**config.mk**
```make
export PLATFORM = sky130hd
export DESIGN_NAME = tsi_queue
export DESIGN_NICKNAME = d
export VERILOG_FILES = /design/src/tsi_pkg.sv /design/src/tsi_queue.sv
export SDC_FILE = /design/constraint.sdc
export NUM_CORES = 1
export LEC_CHECK = 0
export BUFFER_PORTS_ARGS = -buffer_cell sky130_fd_sc_hd__buf_2
export CORE_ASPECT_RATIO = 1.5
export CORE_MARGIN = 5
export CORE_UTILIZATION = 40
export DETAILED_ROUTE_END_ITERATION = 16
export PLACE_DENSITY = 0.67
export SLEW_MARGIN = 0
export SYNTH_ARGS = -nofsm -noshare
export SYNTH_HDL_FRONTEND = slang
export SYNTH_SLANG_ARGS = --single-unit
```
**constraint.sdc**
```tcl
create_clock -name i_clk -period 3.8 [get_ports i_clk]
set_clock_uncertainty 0.1 [all_clocks]
set_input_delay 0.76 -clock i_clk [delete_from_list [all_inputs] [get_ports i_clk]]
set_output_delay 0.76 -clock i_clk [all_outputs]
set_load 0.01 [all_outputs]
```
**src/tsi_pkg.sv**
```systemverilog
// Shared types, widths and codes of the tabulated sample integrator.
// No dependencies; every other file of the block imports this package.
`timescale 1ns / 1ps

package tsi_pkg;

    // Longest run that is held; further samples of a run are dropped.
    localparam int MAX_SAMPLES = 65536;
    localparam int CNT_W       = $clog2(MAX_SAMPLES + 1);

    localparam int XY_W   = 32;  // Q16.16 sample fields
    localparam int DX_W   = 33;  // difference or sum of two samples
    localparam int MODE_W = 2;
    localparam int RES_W  = 48;  // Q32.16 result
    localparam int STAT_W = 2;
    localparam int SUM_W  = 52;  // parity sums of interior ordinates
    localparam int AREA_W = 64;  // saturating sum of uneven terms
    localparam int S_W    = 56;  // weighted ordinate sum of the closing step
    localparam int SMAG_W = S_W - 1;
    localparam int MA_W   = 32;  // multiplier operand A (step magnitude)
    localparam int MB_W   = 33;  // multiplier operand B
    localparam int PROD_W = MA_W + MB_W;
    localparam int ACC_W  = 88;  // full product of step and weighted sum
    localparam int DQ_W   = 72;  // dividend after the 2^16 scaling
    localparam int HI_W   = SMAG_W - MB_W;

    // Divide by 3 a chunk at a time: remainder and chunk times a reciprocal.
    localparam int CHUNK_W  = 24;
    localparam int N_CHUNK  = DQ_W / CHUNK_W;
    localparam int BIT_W    = $clog2(N_CHUNK);
    localparam int RECIP_SH = CHUNK_W + 3;
    localparam int DPROD_W  = 2 * (CHUNK_W + 2);
    localparam logic [CHUNK_W+1:0] DIV3_RECIP = (CHUNK_W + 2)'((2 ** RECIP_SH + 1) / 3);

    // Queue between front and back: power of two so the pointers wrap.
    localparam int QDEPTH = 2;
    localparam int QPTR_W = (QDEPTH > 1) ? $clog2(QDEPTH) : 1;
    localparam int QCNT_W = $clog2(QDEPTH + 1);

    // Integration modes; the unused code behaves as Simpson.
    localparam logic [MODE_W-1:0] MODE_EQ_TRAP     = 2'd0;
    localparam logic [MODE_W-1:0] MODE_UNEVEN_TRAP = 2'd1;
    localparam logic [MODE_W-1:0] MODE_SIMPSON     = 2'd2;

    // Result status codes.
    localparam logic [STAT_W-1:0] ST_OK         = 2'd0;
    localparam logic [STAT_W-1:0] ST_EVEN_COUNT = 2'd1;
    localparam logic [STAT_W-1:0] ST_TOO_FEW    = 2'd2;

    // Rounding offsets: half the divisor (2^17 or 3 * 2^16).
    localparam logic [ACC_W-1:0]  HALF_TRAP = ACC_W'(65536);
    localparam logic [ACC_W-1:0]  HALF_SIMP = ACC_W'(98304);
    localparam logic [PROD_W:0]   TERM_HALF = (PROD_W + 1)'(65536);
    localparam logic [1:0]        DIV_TRAP  = 2'd2;
    localparam logic [1:0]        DIV_SIMP  = 2'd3;

    // What the back has to do with a queued sample.
    typedef enum logic [2:0] {
        K_FIRST  = 3'd0,  // opens a run
        K_SECOND = 3'd1,  // sets the step width
        K_ODD    = 3'd2,  // previous ordinate has an odd index
        K_EVEN   = 3'd3,  // previous ordinate has an even index
        K_DROP   = 3'd4   // run already full, only its last flag counts
    } t_kind;

    // Sample count of the run as held after this sample.
    typedef struct packed {
        logic ge2;
        logic ge3;
        logic n_odd;
    } t_run_info;

    typedef struct packed {
        logic signed [XY_W-1:0] x;
        logic signed [XY_W-1:0] y;
        logic                   last;
        t_kind                  kind;
        t_run_info              info;
    } t_entry;

endpackage

```
**src/tsi_queue.sv**
```systemverilog
// Short first-in first-out queue of tagged samples between front and back.
// Depends on tsi_pkg for the entry type and depth.
`timescale 1ns / 1ps

module tsi_queue import tsi_pkg::*; (
    input  logic   i_clk,
    input  logic   i_rst_n,
    input  logic   i_push,
    input  t_entry i_entry,
    input  logic   i_pop,
    output logic   o_full,
    output logic   o_valid,
    output t_entry o_entry
);

    t_entry              r_mem [QDEPTH];
    logic [QPTR_W-1:0]   r_wr;
    logic [QPTR_W-1:0]   r_rd;
    logic [QCNT_W-1:0]   r_count;
    logic                do_push;
    logic                do_pop;

    assign o_full  = r_count == QCNT_W'(QDEPTH);
    assign o_valid = r_count != '0;
    assign o_entry = r_mem[r_rd];
    assign do_push = i_push && !o_full;
    assign do_pop  = i_pop && o_valid;

    always_ff @(posedge i_clk) begin
        if (do_push) begin
            r_mem[r_wr] <= i_entry;
        end
    end

    always_ff @(posedge i_clk) begin
        if (!i_rst_n) begin
            r_wr    <= '0;
            r_rd    <= '0;
            r_count <= '0;
        end else begin
            if (do_push) begin
                r_wr <= r_wr + QPTR_W'(1);
            end
            if (do_pop) begin
                r_rd <= r_rd + QPTR_W'(1);
            end
            case ({do_push, do_pop})
                2'b10:   r_count <= r_count + QCNT_W'(1);
                2'b01:   r_count <= r_count - QCNT_W'(1);
                default: r_count <= r_count;
            endcase
        end
    end

endmodule

```
==> results of run 1 <==
## power groups by stage
stage          Combinational, mW  Clock [mW]  Sequential, mW
2_1_floorplan              0.746           0            2.13
3_3_place_gp                1.05           0            2.25
3_5_place_dp                1.07           0            2.27
4_1_cts                     1.07        1.63            2.23
5_1_grt                     1.13        1.71            2.25
6_report                    1.04        1.58            2.22
## state kept, by name, summed over array words and instances (netlist names), named ones only
name / count
r_count: 2
r_mem: 142
r_rd: 1
r_wr: 1
## per-stage QoR
step	std cells	hold WS, ns	utilization, %
after detailed placement	546	0.395	47.9
after global routing	577	0.414	52.2
after global placement	546	0.380	47.9
after floorplan	247	0.357	-
after CTS	577	0.403	52.2
final	578	0.399	52.3
## cells in the mapped netlist, drive strengths merged, types with 2 or more instances
cell,n
a21boi,2
mux2,71
dfxtp,5
nor2b,2
inv,3
xnor2,3
o21ai,2
or3,2
edfxtp,142
buf,8
## cells by family (layout without fill, tap and decap cells)
family	count (synthesis)	in the layout	synth area share (%)
buffers and inverters	11	182	0.960
xor gates and xnor gates	3	3	0.492
muxes	71	71	15.0
AOI/OAI and AO/OA	5	5	0.609
adders and majority gates	1	1	0.234
other	0	1	0
and+or+nand+nor	9	9	1.05
DFF	147	147	81.7
## how the worst max path moves through the flow
stage / startpoint / to / slack (ns) / depth (start not counted)
3_3_place_gp: i_push / r_mem[0][69]$_DFFE_PP_ / 1.26 / 5
5_1_grt: register / o_entry[12] / 0.82 / 2
4_1_cts: register / o_entry[12] / 0.87 / 2
3_5_place_dp: i_push / r_mem[0][56]$_DFFE_PP_ / 1.21 / 5
6_report: register / o_entry[3] / 0.93 / 2
2_1_floorplan: i_push / r_mem[0][0]$_DFFE_PP_ / 0.74 / 3
## critical path: cells and delay by family (launching register included)
family                 cells  cell delay [ns]
DFF                        1             0.96
muxes                      1             0.43
buffers and inverters      1             0.14
## metal layers
metal | GRT usage (%) | vias up
met3 | 5.21 | 9
met2 | 23.5 | 89
met5 | 0 | -
met1 | 12.6 | 1338
met4 | 4.67 | 2
li1 | - | 1295
## final cells by class
type                       instances  area, um2  share of cell area [%]
timing repair buffer             148        756                    11.1
multi-input combinational         89        932                    13.6
clock buffer                      19        433                    6.33
inverter                           3       12.5                   0.183
tap                              159        199                    2.91
sequential                       147       4370                    63.9
antenna                            1       2.50                  0.0366
clock inverter                    12        133                    1.94
==> results.ini, run 1 <==
[critical_path]
r2r_cells=5
r2r_start=r_count[0]$_SDFFE_PN0P_
r2r-end=r_mem[0][69]$_DFFE_PP_
endpoint_kind=output port
required_ns=2.94
cp-start-kind=register
arrival_ns=2.01
critical_path.max_fanout=71
crit_type=reg2out
r2r_slack_ns=1.57
path_cells=mux2_2 > buf_2
slowest_delay_ns=0.96
worst_path_max_delay_cell=dfxtp_4

[die]
die_w_um=104
core-area_um2=13100
num_io_pins=148
die_height_um=152
fp-row-count=51
initial_core_util_pct=40.8
die-area_um2=15800

[sta]
hold_viol_final=0
slew_headroom_pct=34.2
fin_crit_ns=2.87
rsz0062_at_grt=false
maxSlewViolCount=0
setup_slack_ns=0.934
setup_tns_ns=0
clock.fmax_mhz=349
worstMarginPinSlew_ns=0.987
fin_crit_sh_pct=75.4
setup_violations=0

[logic_synthesis]
async_reset_ff_share_pct=0
ys.flop_type=edfxtp_1
synth_nets=323
synth_area_per_cell_um2=21.6
ys_seq_elements=147
synth_edf_count=142
yosysWarnings=0
syn-instance-count=247
syn_area_um2=5340
ys_seq_area_share_pct=81.7
synth_top_area_cell=edfxtp_1
synthTopCellsByArea=edfxtp_1 80%, mux2_2 15%, dfxtp_1 1.9%
synth_top_area_share_pct=79.8
synth_cell_types=18

[power_and_ir_drop]
p_int_mw=3.56
power_density_nw_per_um2=709
p_leak_nw=2.55
netSwitchingFraction_pct=26.6
peakVddDrop_uv=451
comb_power_share_pct=21.5
seq_power_share_pct=45.8
p_sw_mw=1.29
clkPwrFrac_pct=32.7
finalPower_mw=4.84

[drt]
wl_um=10100
drtIter0Drc=64
wl_met3_um=702
drtPass1Iterations=4
wl_met1_um=3560
met2_length_um=5660
ant_nets=0
avgViaCountPerCell=4.73
wire_per_inst_um=17.4
routed.top_layer=met5
drc=0
vias=2733

[min_path]
min_path_type=reg2reg
min_path_cells=2
holdPathEnd=r_wr$_SDFFE_PN0N_
min_from=r_wr$_SDFFE_PN0N_

[clocking]
cts_tree=done
post_cts_resized=0
cts.path.max_buffers=2
cts_max_level=4
clock-sinks=147
clock_latency_ns=0.40
cts_hold_buf=0
path_clk_slew_ns=0.06
numCtsBuffers=17
post_cts_buffers=0
root_buffer=clkbuf_16

[cells_and_area]
final_area_um2=6840
n_fill_cell=1069
drive_gt1_share_pct=60.5
area.growth.synth_to_final_pct=27.9
mostFrequentLayoutCell=buf_2
final_cell_mix=147 x buf_2, 142 x edfxtp_1, 71 x mux2_2
nNetsFinal=482

[grt]
grt_pass1_vias=3091
grt_overflow=0
track_usage_pct=12.7
grt_max_degree=72
antenna_found_initial=1
grt_pass1_wl_um=15400

[status]
outcome=finished clean

[placed_design]
pre_cts_slack_ns=1.21
placed_area_um2=6270
numPortBuffers=147
hpwlAfterDp_um=6520
place.gp.congestion=0.702

[run]
cap_violations=0

Note: power is estimated with default switching activity, not from simulation.
==> run 2, diff against run 1 <==
--- a/config.mk
+++ b/config.mk
@@ -5,12 +5,13 @@
 export SDC_FILE = /design/constraint.sdc
 export NUM_CORES = 1
 export LEC_CHECK = 0
+export ABC_AREA = 1
 export BUFFER_PORTS_ARGS = -buffer_cell sky130_fd_sc_hd__buf_2
 export CORE_ASPECT_RATIO = 1.5
 export CORE_MARGIN = 5
 export CORE_UTILIZATION = 40
 export DETAILED_ROUTE_END_ITERATION = 16
-export PLACE_DENSITY = 0.67
+export PLACE_DENSITY = 0.66
 export SLEW_MARGIN = 0
 export SYNTH_ARGS = -nofsm -noshare
 export SYNTH_HDL_FRONTEND = slang
==> constraint.sdc (replaced) <==
create_clock -name i_clk -period 2.9 [get_ports i_clk]
set_clock_uncertainty 0.1 [all_clocks]
set_input_delay 0.58 -clock i_clk [delete_from_list [all_inputs] [get_ports i_clk]]
set_output_delay 0.58 -clock i_clk [all_outputs]
set_load 0.01 [all_outputs]
==> run 2 against run 1 <==
Non-clock buffer count increased by 6. Cell area is 6.2% higher. Critical path depth rose by 1. Synthesized area grew 7.1%. First-iteration DRC count grew 56%. Total power is 26% higher. Sequential share of layout area shrank 3.7 points. Global-route usage increased by 0.13 points. Routed wire length increased by 3.8%. Hold slack worse by 0.14 ns. Largest power group unchanged. Setup slack lost 0.49 ns. Synthesized cell count up 4.9%.
==> results.ini, run 2 <==
[drt]
drc=0  ; unchanged
drtPass1Iterations=4  ; unchanged
wire_per_inst_um=16.6  ; -4.3%
wl_um=10400  ; +3.8%
ant_nets=0  ; unchanged
drtIter0Drc=100  ; +56%
avgViaCountPerCell=4.48  ; -5.2%
vias=2812  ; +2.9%

[power_and_ir_drop]
power_density_nw_per_um2=839  ; +18%
clkPwrFrac_pct=37.0  ; +4.3 points
comb_power_share_pct=18.7  ; -2.8 points
p_leak_nw=2.88  ; +13%
p_sw_mw=1.46  ; +13%
p_int_mw=4.63  ; +30%
seq_power_share_pct=44.3  ; -1.5 points
peakVddDrop_uv=474  ; +5.2%
netSwitchingFraction_pct=23.9  ; -2.7 points

[clocking]
clock-sinks=147  ; unchanged
cts_tree=done
path_clk_slew_ns=0.06  ; about the same
post_cts_resized=0  ; unchanged
cts.path.max_buffers=2  ; unchanged
cts_max_level=4  ; unchanged
post_cts_buffers=0  ; unchanged
clock_latency_ns=0.40  ; about the same
numCtsBuffers=17  ; unchanged
root_buffer=clkbuf_16
cts_hold_buf=0  ; unchanged

[logic_synthesis]
syn-instance-count=259  ; +4.9%
async_reset_ff_share_pct=0  ; unchanged
ys.flop_type=edfxtp_1
ys_seq_area_share_pct=76.3  ; -5.4 points
yosysWarnings=0  ; unchanged
synth_edf_count=142  ; unchanged
synthTopCellsByArea=edfxtp_1 75%, mux2_4 18%, buf_12 2.4%
ys_seq_elements=147  ; unchanged
synth_top_area_cell=edfxtp_1
synth_area_per_cell_um2=22.1  ; +2.1%
synth_common_cells=142 x edfxtp_1, 70 x mux2_4, 12 x nor2_1
syn_area_um2=5720  ; +7.1%
synth_nets=335  ; +3.7%
synth_top_area_share_pct=74.5  ; -5.3 points
synth_cell_types=15  ; -3
synthMostInstantiatedCell=edfxtp_1

[cells_and_area]
regMostFlops=r_mem
largest_reg_flops=142  ; unchanged
area.growth.synth_to_final_pct=26.9
mostFrequentLayoutCell=buf_2
final_cell_mix=147 x buf_2, 142 x edfxtp_1, 70 x mux2_4
nNetsFinal=500  ; +3.7%
fin_util_pct=51.6  ; -0.61 points
n_fill_cell=1199  ; +12%
diodes=0  ; -1
drive_gt1_share_pct=59.1  ; -1.4 points
largestRegisters=r_mem (142), r_count (2)

[sta]
hold_viol_final=0  ; unchanged
slew_headroom_pct=63.7  ; +29 points
setup_slack_ns=0.447  ; -0.487 ns
maxSlewViolCount=0  ; unchanged
rsz0062_at_grt=false
worstMarginPinSlew_ns=0.545  ; -0.442 ns
clock.fmax_mhz=408
fin_crit_sh_pct=84.6
fin_crit_ns=2.45
setup_violations=0  ; unchanged
setup_tns_ns=0  ; unchanged

[critical_path]
endpoint_kind=output port
cp-start-kind=register
crit_type=reg2out
required_ns=2.22  ; -0.72 ns
arrival_ns=1.77  ; -0.24 ns
critical_path.max_fanout=27  ; -62%
r2r_cells=5  ; unchanged

[grt]
track_usage_pct=12.8  ; +0.13 points
grt_overflow=0  ; unchanged
grtUsageMet3_pct=4.37  ; -0.84 points
met2_usage_pct=24.2  ; +0.69 points
busiest_layer=met2
antenna_found_initial=3  ; +2
grt_pass1_wl_um=16000  ; +4.4%
grt_pass1_vias=3069  ; -0.71%
met1_usage_pct=12.4  ; -0.17 points
grt_max_degree=41  ; -43%

[die]
initial_core_util_pct=40.7  ; -0.15 points
num_io_pins=148  ; unchanged
die-area_um2=16800  ; +6.5%
fp-row-count=53  ; +3.9%
die_w_um=108  ; +3.1%
die_height_um=156  ; +3.2%
core-area_um2=14100  ; +7.5%

[placed_design]
numPortBuffers=147  ; unchanged
place.gp.congestion=0.701  ; -0.16%
hpwlAfterDp_um=7410  ; +14%
pre_cts_slack_ns=0.813  ; -0.400 ns

[min_path]
min_path_cells=1  ; -1
min_path_type=in2reg

[status]
outcome=finished clean

[run]
cap_violations=0  ; unchanged

## run 2: final timing paths
path,from,endpoint,slack [ns]
setup / recovery,register,o_entry[52],0.45
hold / removal,i_entry[45],r_mem[1][45]$_DFFE_PP_,0.26
setup reg to reg,r_count[0]$_SDFFE_PN0P_,r_mem[0][29]$_DFFE_PP_,1.07
hold reg to reg,r_rd$_SDFFE_PN0P_,r_rd$_SDFFE_PN0P_,0.40
## run 2: kinds of logic after synthesis
logic type	count (synthesis)	synth area share, %
compound gates	3	0.306
fa+ha+maj	1	0.219
flops	147	76.3
simple gates	22	1.51
mux	71	18.6
buf+inv	15	3.11
## run 2: per-layer routing
metal | vias up | share of wire (%)
met1 | 1380 | 34
li1 | 1336 | -
met3 | 14 | 5.6
met2 | 76 | 58
met4 | 6 | 1.4
met5 | - | 0.44
## run 2: power by group through the flow
stage / Clock [mW] / Combinational, mW / Sequential, mW
after floorplan: 0 / 0.865 / 2.69
after global placement: 0 / 1.15 / 2.73
after detailed placement: 0 / 1.17 / 2.75
after CTS: 2.32 / 1.17 / 2.70
after global routing: 2.42 / 1.23 / 2.72
final: 2.25 / 1.14 / 2.70
## run 2: per-stage QoR
step	cell area [um2]	cells	total power [mW]	hold WS, ns
after floorplan	5730	259	3.56	0.351
after global placement	6650	597	3.88	0.379
after detailed placement	6650	597	3.91	0.402
after CTS	7260	627	6.19	0.235
after global routing	7260	627	6.37	0.234
final	7260	627	6.09	0.260
## run 2: area by class of cell
| type | count | area [um2] | area share [%] |
|---|---|---|---|
| multi-input cells | 97 | 1190 | 16.3 |
| flip-flops and latches | 147 | 4370 | 60.2 |
| well taps | 192 | 240 | 3.31 |
| repair buffers | 154 | 826 | 11.4 |
| inverters | 7 | 27.5 | 0.379 |
| clock inverters | 12 | 183 | 2.52 |
| clock buffers | 18 | 429 | 5.91 |
## run 2: worst max-delay path, cell delays in order, from the launching register on
cell     delay [ns]
dfxtp_4        0.60
buf_12         0.28
mux2_4         0.32
buf_2          0.14
