**src/tsi_pkg.sv**
```systemverilog
// Shared types, widths and codes of the tabulated sample integrator.
// No dependencies; every other file of the block imports this package.
`timescale 1ns / 1ps

package tsi_pkg;

    // Longest run that is held; further samples of a run are dropped.
    localparam int MAX_SAMPLES = 65536;
    localparam int CNT_W       = $clog2(MAX_SAMPLES + 1);

    localparam int XY_W   = 32;  // Q16.16 sample fields
    localparam int DX_W   = 33;  // difference or sum of two samples
    localparam int MODE_W = 2;
    localparam int RES_W  = 48;  // Q32.16 result
    localparam int STAT_W = 2;
    localparam int SUM_W  = 52;  // parity sums of interior ordinates
    localparam int AREA_W = 64;  // saturating sum of uneven terms
    localparam int S_W    = 56;  // weighted ordinate sum of the closing step
    localparam int SMAG_W = S_W - 1;
    localparam int MA_W   = 32;  // multiplier operand A (step magnitude)
    localparam int MB_W   = 33;  // multiplier operand B
    localparam int PROD_W = MA_W + MB_W;
    localparam int ACC_W  = 88;  // full product of step and weighted sum
    localparam int DQ_W   = 72;  // dividend after the 2^16 scaling
    localparam int HI_W   = SMAG_W - MB_W;

    // Divide by 3 a chunk at a time: remainder and chunk times a reciprocal.
    localparam int CHUNK_W  = 24;
    localparam int N_CHUNK  = DQ_W / CHUNK_W;
    localparam int BIT_W    = $clog2(N_CHUNK);
    localparam int RECIP_SH = CHUNK_W + 3;
    localparam int DPROD_W  = 2 * (CHUNK_W + 2);
    localparam logic [CHUNK_W+1:0] DIV3_RECIP = (CHUNK_W + 2)'((2 ** RECIP_SH + 1) / 3);

    // Queue between front and back: power of two so the pointers wrap.
    localparam int QDEPTH = 2;
    localparam int QPTR_W = (QDEPTH > 1) ? $clog2(QDEPTH) : 1;
    localparam int QCNT_W = $clog2(QDEPTH + 1);

    // Integration modes; the unused code behaves as Simpson.
    localparam logic [MODE_W-1:0] MODE_EQ_TRAP     = 2'd0;
    localparam logic [MODE_W-1:0] MODE_UNEVEN_TRAP = 2'd1;
    localparam logic [MODE_W-1:0] MODE_SIMPSON     = 2'd2;

    // Result status codes.
    localparam logic [STAT_W-1:0] ST_OK         = 2'd0;
    localparam logic [STAT_W-1:0] ST_EVEN_COUNT = 2'd1;
    localparam logic [STAT_W-1:0] ST_TOO_FEW    = 2'd2;

    // Rounding offsets: half the divisor (2^17 or 3 * 2^16).
    localparam logic [ACC_W-1:0]  HALF_TRAP = ACC_W'(65536);
    localparam logic [ACC_W-1:0]  HALF_SIMP = ACC_W'(98304);
    localparam logic [PROD_W:0]   TERM_HALF = (PROD_W + 1)'(65536);
    localparam logic [1:0]        DIV_TRAP  = 2'd2;
    localparam logic [1:0]        DIV_SIMP  = 2'd3;

    // What the back has to do with a queued sample.
    typedef enum logic [2:0] {
        K_FIRST  = 3'd0,  // opens a run
        K_SECOND = 3'd1,  // sets the step width
        K_ODD    = 3'd2,  // previous ordinate has an odd index
        K_EVEN   = 3'd3,  // previous ordinate has an even index
        K_DROP   = 3'd4   // run already full, only its last flag counts
    } t_kind;

    // Sample count of the run as held after this sample.
    typedef struct packed {
        logic ge2;
        logic ge3;
        logic n_odd;
    } t_run_info;

    typedef struct packed {
        logic signed [XY_W-1:0] x;
        logic signed [XY_W-1:0] y;
        logic                   last;
        t_kind                  kind;
        t_run_info              info;
    } t_entry;

endpackage

```
**src/tsi_front.sv**
```systemverilog
// Front of the integrator: accepts samples, counts the run and tags each one.
// Depends on tsi_pkg; feeds tsi_queue.
`timescale 1ns / 1ps

module tsi_front import tsi_pkg::*; (
    input  logic                   i_clk,
    input  logic                   i_rst_n,
    input  logic                   i_valid,
    input  logic signed [XY_W-1:0] i_x_value,
    input  logic signed [XY_W-1:0] i_y_value,
    input  logic                   i_last_sample,
    input  logic                   i_q_full,
    output logic                   o_ready,
    output logic                   o_push,
    output t_entry                 o_entry
);

    logic [CNT_W-1:0] r_count;
    logic [CNT_W-1:0] n_count;
    logic [CNT_W-1:0] held;
    logic             keep;
    logic             accept;

    assign keep   = r_count < CNT_W'(MAX_SAMPLES);
    assign held   = keep ? r_count + CNT_W'(1) : r_count;
    assign accept = i_valid && !i_q_full;

    assign o_ready = !i_q_full;
    // Drop a sample of a full run unless it closes the run.
    assign o_push  = accept && (keep || i_last_sample);

    always_comb begin
        o_entry.x          = i_x_value;
        o_entry.y          = i_y_value;
        o_entry.last       = i_last_sample;
        o_entry.info.ge2   = held >= CNT_W'(2);
        o_entry.info.ge3   = held >= CNT_W'(3);
        o_entry.info.n_odd = held[0];
        if (!keep) begin
            o_entry.kind = K_DROP;
        end else if (r_count == '0) begin
            o_entry.kind = K_FIRST;
        end else if (r_count == CNT_W'(1)) begin
            o_entry.kind = K_SECOND;
        end else if (r_count[0]) begin
            o_entry.kind = K_EVEN;
        end else begin
            o_entry.kind = K_ODD;
        end
    end

    always_comb begin
        n_count = r_count;
        if (accept) begin
            if (i_last_sample) begin
                n_count = '0;
            end else if (keep) begin
                n_count = r_count + CNT_W'(1);
            end
        end
    end

    always_ff @(posedge i_clk) begin
        if (!i_rst_n) begin
            r_count <= '0;
        end else begin
            r_count <= n_count;
        end
    end

`ifndef ASSERT_OFF
    a_run_restart: assert property (@(posedge i_clk) disable iff (!i_rst_n)
        accept && i_last_sample |=> r_count == '0)
        else $error("front count not cleared after the closing sample");

    a_count_bound: assert property (@(posedge i_clk) disable iff (!i_rst_n)
        r_count <= CNT_W'(MAX_SAMPLES))
        else $error("front count beyond the run limit");
`endif

endmodule

```
**config.mk**
```make
export PLATFORM = sky130hd
export DESIGN_NAME = tsi_front
export DESIGN_NICKNAME = d
export VERILOG_FILES = /design/src/tsi_pkg.sv /design/src/tsi_front.sv
export SDC_FILE = /design/constraint.sdc
export NUM_CORES = 1
export LEC_CHECK = 0
export ABC_AREA = 1
export BUFFER_PORTS_ARGS = -buffer_cell sky130_fd_sc_hd__buf_2
export CORE_UTILIZATION = 36
export CTS_CLUSTER_DIAMETER = 100
export CTS_CLUSTER_SIZE = 8
export DETAILED_ROUTE_END_ITERATION = 8
export PLACE_DENSITY_LB_ADDON = 0.2
export SLEW_MARGIN = 20
export SYNTH_ARGS = -nofsm -noshare
export SYNTH_HDL_FRONTEND = slang
export SYNTH_SLANG_ARGS = --single-unit
```
**constraint.sdc**
```tcl
create_clock -name i_clk -period 1.65 [get_ports i_clk]
set_input_delay 0.2475 -clock i_clk [delete_from_list [all_inputs] [get_ports i_clk]]
set_output_delay 0.2475 -clock i_clk [all_outputs]
set_load 0.05 [all_outputs]
```
==> impl_metrics.json, run 1 <==
{
  "yosysTopAreaCell": "buf_4",
  "dp_cells": 358,
  "start_kind": "register",
  "cp_slowest_stage_delay_ns": 0.38,
  "setup_tns_ns": -1.53,
  "layout_commonest_cell": "buf_4",
  "crit_type": "reg2out",
  "drt-met1-wl_um": 2210,
  "yosysSeqAreaShare_pct": 18.7,
  "synth_nets": 364,
  "ys_ff_latch": 17,
  "grt_pass1_vias": 1505,
  "crit_top_cell": "nor2_4",
  "min_period_over_period_pct": 129,
  "final_net_count": 380,
  "synth_area_sq_mm": 0.00182,
  "ctsLongestPathBuffers": 2,
  "drt_pass1_iterations": 4,
  "worstPathMaxFanout": 4,
  "cts-buffers-inserted": 3,
  "row_count": 25,
  "cts.sinks": 17,
  "die-area_sq_mm": 0.00535,
  "wl_per_cell_um": 13.0,
  "synth_area_leaders": "buf_4, dfxtp_1, nand2_1, nand3_1, inv_1",
  "postSynthCellCount": 292,
  "grt_antenna_before_repair": 0,
  "synth_top_area_share_pct": 28.0,
  "largest_register_ff_count": 17,
  "grt_overflow": 0,
  "cp.arrival_ns": 1.88,
  "start_util_pct": 38.1,
  "worst_path_max_delay_cell": "dfxtp_4",
  "ys_types": 26,
  "n_fill_cell": 511,
  "status": "finished, violations left",
  "p_per_area_mw_per_mm2": 377,
  "tightest_slew_ns": 0.338,
  "cp.required_ns": 1.40,
  "fmax_ghz": 0.471,
  "grt_pass1_wl_um": 7400,
  "cp_cell_sequence": "ha_4 -> nand2_4 -> nor2_4 -> nand2_4 -> nor2_4 -> nand2_2 -> nand2_1 -> nand2_1 -> nor2_4 -> nand3_4 -> buf_8",
  "p_leak_nw": 1.11,
  "violations": "setup timing",
  "clkSlewWorstSetupHoldPaths_ns": 0.08,
  "fin_ws_ns": -0.474,
  "port_buffers": 13,
  "die_h_um": 73.1,
  "wl_met2_um": 2270,
  "synth_warnings": 0,
  "h-tree-depth": 1,
  "ctsHoldBuffers": 0,
  "dp_hpwl_um": 3610,
  "crit_family": "simple AND/OR/NAND/NOR gates",
  "maxCapViolations": 0,
  "min_period_ns": 2.12,
  "cts_tree": "yes",
  "syn2layout_area_growth_pct": 28.7,
  "final_cell_mix": "buf_4, nand2_1, inv_1, nand3_1",
  "syn_avg_cell_area_sq_um": 6.24,
  "grt_setup_unrepaired": "true",
  "drive_above_1_share_pct": 48.5,
  "regMostFlops": "r_count",
  "drc_errors": 0,
  "clock_latency_ns": 0.27,
  "diodes": 0,
  "hp-class": "in2reg",
  "grt_usage_pct": 18.3,
  "routed-via-count": 1758,
  "fin_skew_ns": 0.0138,
  "io_pins": 142,
  "gp_congestion": 0.838,
  "endpoint_kind": "output pin",
  "grt_max_degree": 15,
  "crit_buf_inv": 1,
  "drtIter0Drc": 73,
  "wl_met3_um": 245,
  "via_per_inst": 4.70,
  "maxSlewViolCount": 0,
  "setup_viol": 4,
  "relSlewSlack_pct": 77.3,
  "max-vdd-ir-drop_uv": 235,
  "hold_viol": 0,
  "drt_wl_total_um": 4860,
  "core_sq_mm": 0.00479,
  "highest-signal-layer": "met4",
  "largestRegisters": "r_count: 17 flops",
  "dieWidth_um": 73.1,
  "antenna_left": 0,
  "root_buffer": "clkbuf_8",
  "layout.cells.non_filler": 374
}
-- metrics by stage --
stage | cell area (sq um) | total power, W | setup WS [ns] | utilization, % | hold slack [ns]
3_5_place_dp | 1970 | 0.000543 | -0.344 | 41.2 | 0.495
5_1_grt | 2340 | 0.000912 | -0.568 | 49.0 | 0.391
4_1_cts | 2150 | 0.000880 | -0.469 | 44.9 | 0.374
3_3_place_gp | 1970 | 0.000543 | -0.352 | 41.2 | 0.487
2_1_floorplan | 1920 | 0.000920 | -0.0155 | - | 0.438
6_report | 2340 | 0.000885 | -0.474 | 49.0 | 0.362
-- worst min-delay path, delay by kind of cell --
| family | cells | cell delay, ns |
|---|---|---|
| buf+inv | 3 | 0.30 |
| compound gates | 1 | 0.04 |
-- timing repair --
item / in CTS / in global routing
pin swaps: 8 / 18
buffers inserted: 6 / 8
hold endpoints to repair: 0 / 0
endpoints found under the setup margin: 6 / 8
gates resized for setup: 29 / 48
-- routing by layer --
metal / up-vias / GRT usage [%]
met2: 47 / 28.1
met1: 797 / 25.1
li1: 897 / -
met5: - / 0
met3: 17 / 2.07
met4: 0 / 9.15
-- kinds of logic (layout without fill, tap and decap cells) --
group	count (synthesis)	count (layout)	share of synthesized area, %
fa+ha+maj	3	3	2.06
flops	17	17	18.7
buf+inv	99	114	34.5
compound gates	25	25	7.49
simple gates	147	147	36.8
xor+xnor	1	1	0.481
-- synthesized netlist by cell type --
cell       count
o21ai_1        1
a22oi_1        1
dfxtp_1       17
nor2_2         5
a21oi_1       15
a21o_1         1
o21ai_0        5
nand2_2        4
a211oi_1       1
ha_1           3
clkbuf_1       2
nand2_1       69
inv_2          2
buf_2          1
nor3_1         5
buf_4         68
inv_1         25
nand3_1       27
nor2_1        24
nand3_2        1
nor2_4         4
nand4_1        7
a2bb2oi_1      1
xor2_1         1
clkinv_1       1
or2_1          1
-- where the power goes --
group	internal [W]	switching, W
clock network	0.000169	0.000170
logic	0.0000522	0.0000889
registers	0.000402	0.00000264
-- final cells by class --
cell class                 instances  area (sq um)  share of cell area, %
clock buffer                       3          41.3                   1.76
clock inverter                     1          5.00                  0.213
inverter                          28           110                   4.70
multi-input combinational        176          1080                   46.2
sequential                        17           367                   15.6
tap                               67          83.8                   3.58
timing repair buffer              82           654                   27.9
-- path summary, 6_finish.rpt --
path                   start          end  slack [ns]  depth (start not counted)
setup / recovery  r_count[0]   o_entry[1]       -0.47                         11
setup reg to reg  r_count[0]  r_count[14]        0.10                         10
hold reg to reg   r_count[5]   r_count[5]        0.50                          2
hold / removal       i_rst_n  r_count[14]        0.36                          4
Power figures use the tool's default switching activity.
==> inputs of run 2 (changes only) <==
--- a/config.mk
+++ b/config.mk
@@ -7,7 +7,8 @@
 export LEC_CHECK = 0
 export ABC_AREA = 1
 export BUFFER_PORTS_ARGS = -buffer_cell sky130_fd_sc_hd__buf_2
-export CORE_UTILIZATION = 36
+export CORE_UTILIZATION = 37
+export CTS_BUF_LIST = sky130_fd_sc_hd__clkbuf_2 sky130_fd_sc_hd__clkbuf_4 sky130_fd_sc_hd__clkbuf_8
 export CTS_CLUSTER_DIAMETER = 100
 export CTS_CLUSTER_SIZE = 8
 export DETAILED_ROUTE_END_ITERATION = 8
==> run 2 against run 1 <==
  * Global-route usage rose by 1.3 points
  * Clock power up 1%
  * Combinational power about the same
  * Register-to-register slack is essentially flat
  * Final area down 1.8%
  * Maximum frequency shrank 0.88%
  * Clock-buffer cell count is 1 higher
  * Die area fell by 2.6%
  * Largest power group unchanged
  * Sequential power up 2%
  * Critical path depth is the same
  * Worst hold slack improved by 0.044 ns
  * First-iteration DRC count increased by 22%
  * The flow still finishes with violations (setup timing)
==> impl_metrics.json, run 2 (synthesis gave the netlist of run 1 again) <==
{
  "status": "finished, violations left",
  "violations": "setup timing",
  "largestRegisters": "r_count: 17 flops",
  "p_leak_nw": 1.09,
  "drc_errors": 0,
  "use_met3_pct": 2.64,
  "drtIter0Drc": 89,
  "fin_ws_ns": -0.493,
  "maxCapViolations": 0,
  "io_pins": 142,
  "drt_wl_total_um": 4860,
  "regMostFlops": "r_count",
  "largest_register_ff_count": 17,
  "whs_ns": 0.405,
  "grt_setup_unrepaired": "true",
  "core_sq_mm": 0.00472,
  "grt_overflow": 0,
  "drt_pass1_iterations": 4,
  "cts.sinks": 17,
  "grtUsageMet2_pct": 31.5,
  "cp.arrival_ns": 1.90,
  "maxSlewViolCount": 0,
  "relSlewSlack_pct": 74.3,
  "grt_antenna_before_repair": 0,
  "endpoint_kind": "output pin",
  "grt_pass1_wl_um": 7890,
  "syn2layout_area_growth_pct": 26.4,
  "hp-class": "in2reg",
  "clkSlewWorstSetupHoldPaths_ns": 0.07,
  "final_net_count": 383,
  "layout_commonest_cell": "buf_4",
  "dp_cells": 366,
  "p_per_area_mw_per_mm2": 389,
  "diodes": 0,
  "min_period_ns": 2.14,
  "h-tree-depth": 1,
  "reg2reg_setup_slack_ns": 0.09,
  "grtUsageMet1_pct": 26.4,
  "preCtsSetupSlack_ns": -0.397,
  "max-vdd-ir-drop_uv": 351,
  "grt_usage_pct": 19.5,
  "routed-via-count": 1757,
  "min_period_over_period_pct": 130,
  "fmax_ghz": 0.467,
  "fin_skew_ns": 0.00289,
  "worstPathMaxFanout": 6,
  "clock_latency_ns": 0.25,
  "setup_viol": 4,
  "tightest_slew_ns": 0.383,
  "wl_per_cell_um": 12.9,
  "die_h_um": 72.2,
  "antenna_left": 0,
  "layout.cells.non_filler": 377,
  "hold_viol": 0,
  "die-area_sq_mm": 0.00521,
  "cts_tree": "yes",
  "root_buffer": "clkbuf_8",
  "start_util_pct": 38.6,
  "cts-buffers-inserted": 3,
  "crit_type": "reg2out",
  "dp_hpwl_um": 3790,
  "via_per_inst": 4.66,
  "grt_max_degree": 18,
  "drive_above_1_share_pct": 46.1,
  "final_cell_mix": "buf_4, nand2_1, inv_1, nand3_1, nor2_1",
  "row_count": 25,
  "cp.required_ns": 1.40,
  "port_buffers": 13,
  "top_usage_layer": "met2",
  "ctsLongestPathBuffers": 2,
  "start_kind": "register",
  "grt_pass1_vias": 1658,
  "gp_congestion": 0.849,
  "dieWidth_um": 72.2
}
## run 2: metal layers
layer / routed length, um / up-vias
met5: 0 / -
met4: 128 / 0
met3: 294 / 18
met2: 2260 / 55
met1: 2180 / 788
li1: - / 896
## run 2: worst max-delay path, cell delays in order (launching register included)
cell and delay (ns):
dfxtp_2 0.42, nand2_2 0.10, nor2_4 0.17, buf_12 0.13
nand4_1 0.11, nand2_1 0.10, nand2_1 0.07, nor2_1 0.10
nand2_1 0.06, nor2_2 0.14, nand3_4 0.08, buf_8 0.16
## run 2: path summary, 6_finish.rpt
path                                     from           to  cells past startpoint
worst max-delay path               r_count[2]   o_entry[1]                     11
worst min-delay path            i_last_sample  r_count[16]                      4
worst max register to register     r_count[2]   r_count[7]                      9
worst min register to register     r_count[4]   r_count[4]                      2
## run 2: final cells by class
cell class / count / area, sq um
Fill cell: 476 / 2420
Multi-Input combinational cell: 176 / 1040
Timing Repair Buffer: 85 / 668
Sequential cell: 17 / 355
Inverter: 28 / 105
Tap cell: 67 / 83.8
Clock buffer: 4 / 48.8
## run 2: repair_timing
item	in CTS	in global routing
hold buffers	0	0
pin swaps	11	16
endpoints found under the setup margin	4	6
setup buffers	4	3
resized for setup	32	20
## run 2: stage by stage
stage / utilization (%) / setup TNS (ns) / instance area (sq um) / power, W
after global routing: 48.8 / -1.90 / 2300 / 0.000932
final: 48.8 / -1.40 / 2300 / 0.000897
after floorplan: - / -0.0398 / 1920 / 0.000920
after global placement: 43.2 / -0.935 / 2040 / 0.000547
after detailed placement: 43.2 / -0.939 / 2040 / 0.000547
after CTS: 47.1 / -1.49 / 2230 / 0.000908
## run 2: power by group
part / internal, W / leakage [nW] / switching (W) / total, W
combinational: 0.0000517 / 0.924 / 0.0000901 / 0.000142
sequential: 0.000409 / 0.142 / 0.00000309 / 0.000412
clock: 0.000188 / 0.0262 / 0.000155 / 0.000343
==> inputs of run 3 (changes only) <==
--- a/config.mk
+++ b/config.mk
@@ -12,6 +12,7 @@
 export CTS_CLUSTER_DIAMETER = 100
 export CTS_CLUSTER_SIZE = 8
 export DETAILED_ROUTE_END_ITERATION = 8
+export GPL_TIMING_DRIVEN = 0
 export PLACE_DENSITY_LB_ADDON = 0.2
 export SLEW_MARGIN = 20
 export SYNTH_ARGS = -nofsm -noshare
==> constraint.sdc (replaced) <==
create_clock -name i_clk -period 1.65 [get_ports i_clk]
set_input_delay 0.165 -clock i_clk [delete_from_list [all_inputs] [get_ports i_clk]]
set_output_delay 0.165 -clock i_clk [all_outputs]
set_load 0.05 [all_outputs]
==> run 3 against run 2 <==
  * The flow still finishes with violations (setup timing)
  * Global-route usage up 0.17 points
  * Critical path depth did not move
  * Final cell count grew 19%
  * Wire length rose by 4.3%
  * Core utilization up 7.3 points
  * Non-clock buffer count up 73
  * Final area grew 15%
  * Worst setup slack gained 0.016 ns
  * Highest routed layer unchanged
==> impl_metrics.json, run 3 (synthesis gave the netlist of run 1 again) <==
{
  "grt_max_degree": 11,
  "fin_ws_ns": -0.477,
  "clock_latency_ns": 0.25,
  "root_buffer": "clkbuf_8",
  "whs_ns": 0.241,
  "p_leak_nw": 1.34,
  "ctsHoldBuffers": 0,
  "clkSlewWorstSetupHoldPaths_ns": 0.07,
  "setup_tns_ns": -1.33,
  "crit_type": "reg2out",
  "cts_tree": "yes",
  "antenna_left": 0,
  "endpoint_kind": "output pin",
  "drc_errors": 0,
  "dp_hpwl_um": 3780,
  "grt_antenna_before_repair": 0,
  "finalCoreUtilization_pct": 56.1,
  "status": "finished, violations left",
  "max-vdd-ir-drop_uv": 293,
  "layout_commonest_cell": "buf_2",
  "min_period_over_period_pct": 129,
  "maxSlewViolCount": 0,
  "cts.sinks": 17,
  "maxCapViolations": 0,
  "syn2layout_area_growth_pct": 45.3,
  "ctsLongestPathBuffers": 2,
  "row_count": 25,
  "grt_setup_unrepaired": "true",
  "io_pins": 142,
  "preCtsSetupSlack_ns": -0.339,
  "violations": "setup timing",
  "worstPathMaxFanout": 6,
  "drt_pass1_iterations": 4,
  "setup_viol": 4,
  "tightest_slew_ns": 0.575,
  "hold_viol": 0,
  "die_h_um": 72.2,
  "grt_pass1_wl_um": 8110,
  "relSlewSlack_pct": 61.7,
  "min_period_ns": 2.13,
  "h-tree-depth": 1,
  "drtIter0Drc": 105,
  "drive_above_1_share_pct": 55.4,
  "regMostFlops": "r_count",
  "grt_pass1_vias": 1808,
  "via_per_inst": 4.52,
  "wl_per_cell_um": 11.3,
  "power_w": 0.00135,
  "fmax_ghz": 0.470,
  "start_kind": "register",
  "start_util_pct": 38.6,
  "hp-class": "in2reg",
  "grt_overflow": 0,
  "core_sq_mm": 0.00472,
  "drt_wl_total_um": 5070,
  "cts-buffers-inserted": 3,
  "grt_usage_pct": 19.7,
  "gp_congestion": 0.921,
  "largestRegisters": "r_count: 17 flops",
  "final_net_count": 456,
  "dieWidth_um": 72.2,
  "diodes": 0,
  "port_buffers": 77,
  "largest_register_ff_count": 17,
  "die-area_sq_mm": 0.00521,
  "cp.required_ns": 1.48,
  "cp.arrival_ns": 1.96,
  "p_per_area_mw_per_mm2": 512,
  "final_cell_mix": "buf_2, buf_4, nand2_1, inv_1, nand3_1",
  "routed-via-count": 2034,
  "fin_skew_ns": 0.00238
}
==> run 3: cell count changes in the layout (fill, tap and decap cells not counted), moves of 3 or more <==
| cell | before | now |
|---|---|---|
| inv_2 | 7 | 2 |
| buf_2 | 8 | 75 |
| nand2_2 | 8 | 12 |
| nor2_4 | 12 | 9 |
| inv_1 | 20 | 24 |
| nor2_2 | 4 | 7 |
| buf_4 | 68 | 73 |
==> run 3: path summary, 6_finish.rpt <==
path                                 start           to  slack, ns  cells past startpoint
worst min-delay path               i_rst_n   r_count[3]       0.24                      3
worst max register to register  r_count[1]  r_count[15]       0.14                      9
worst min register to register  r_count[3]   r_count[3]       0.50                      2
worst max-delay path            r_count[1]   o_entry[2]      -0.48                     11
==> run 3: layout make-up <==
class / count / area [sq um]
buffer: 70 / 519
clock buffer: 4 / 48.8
fill: 454 / 2080
inverter: 28 / 110
multi-input combinational: 176 / 1010
sequential: 17 / 357
tap: 67 / 83.8
timing repair buffer: 88 / 518
==> run 3: power by group <==
part           switching (W)  total [W]  internal [W]  leakage, nW
clock               0.000154   0.000342      0.000188       0.0262
sequential        0.00000231   0.000410      0.000407        0.141
combinational       0.000416   0.000603      0.000186         1.17
==> run 3: through the flow <==
stage                     area, sq um  std cells
after floorplan                  1870        292
after global placement           2340        436
after detailed placement         2340        436
after CTS                        2600        450
after global routing             2650        450
final                            2650        450
==> run 3: metal layers <==
layer / global-route usage [%] / vias to the layer above / part of all wire, %
met1: 24.2 / 871 / 39
li1: - / 1039 / -
met5: 0 / - / 0
met2: 35.1 / 114 / 50
met4: 7.41 / 0 / 2.1
met3: 2.36 / 10 / 8.9
==> run 3: worst max-delay path, cell delays in order (launching register included) <==
cell and delay (ns):
dfxtp_4 0.38, buf_6 0.11, nand2_4 0.05, nor2_4 0.22, nand2_2 0.10, nor2_4 0.17
nand3_2 0.11, nand2_2 0.07, nand2_2 0.06, nor2_4 0.17, nand3_4 0.09, buf_8 0.16
==> run 3: what timing repair did <==
action                     4_1_cts  5_1_grt
pin swaps                       16       14
setup endpoints to repair        4        6
buffers inserted                 9        1
resized for setup               36       18
gates cloned                     1        0
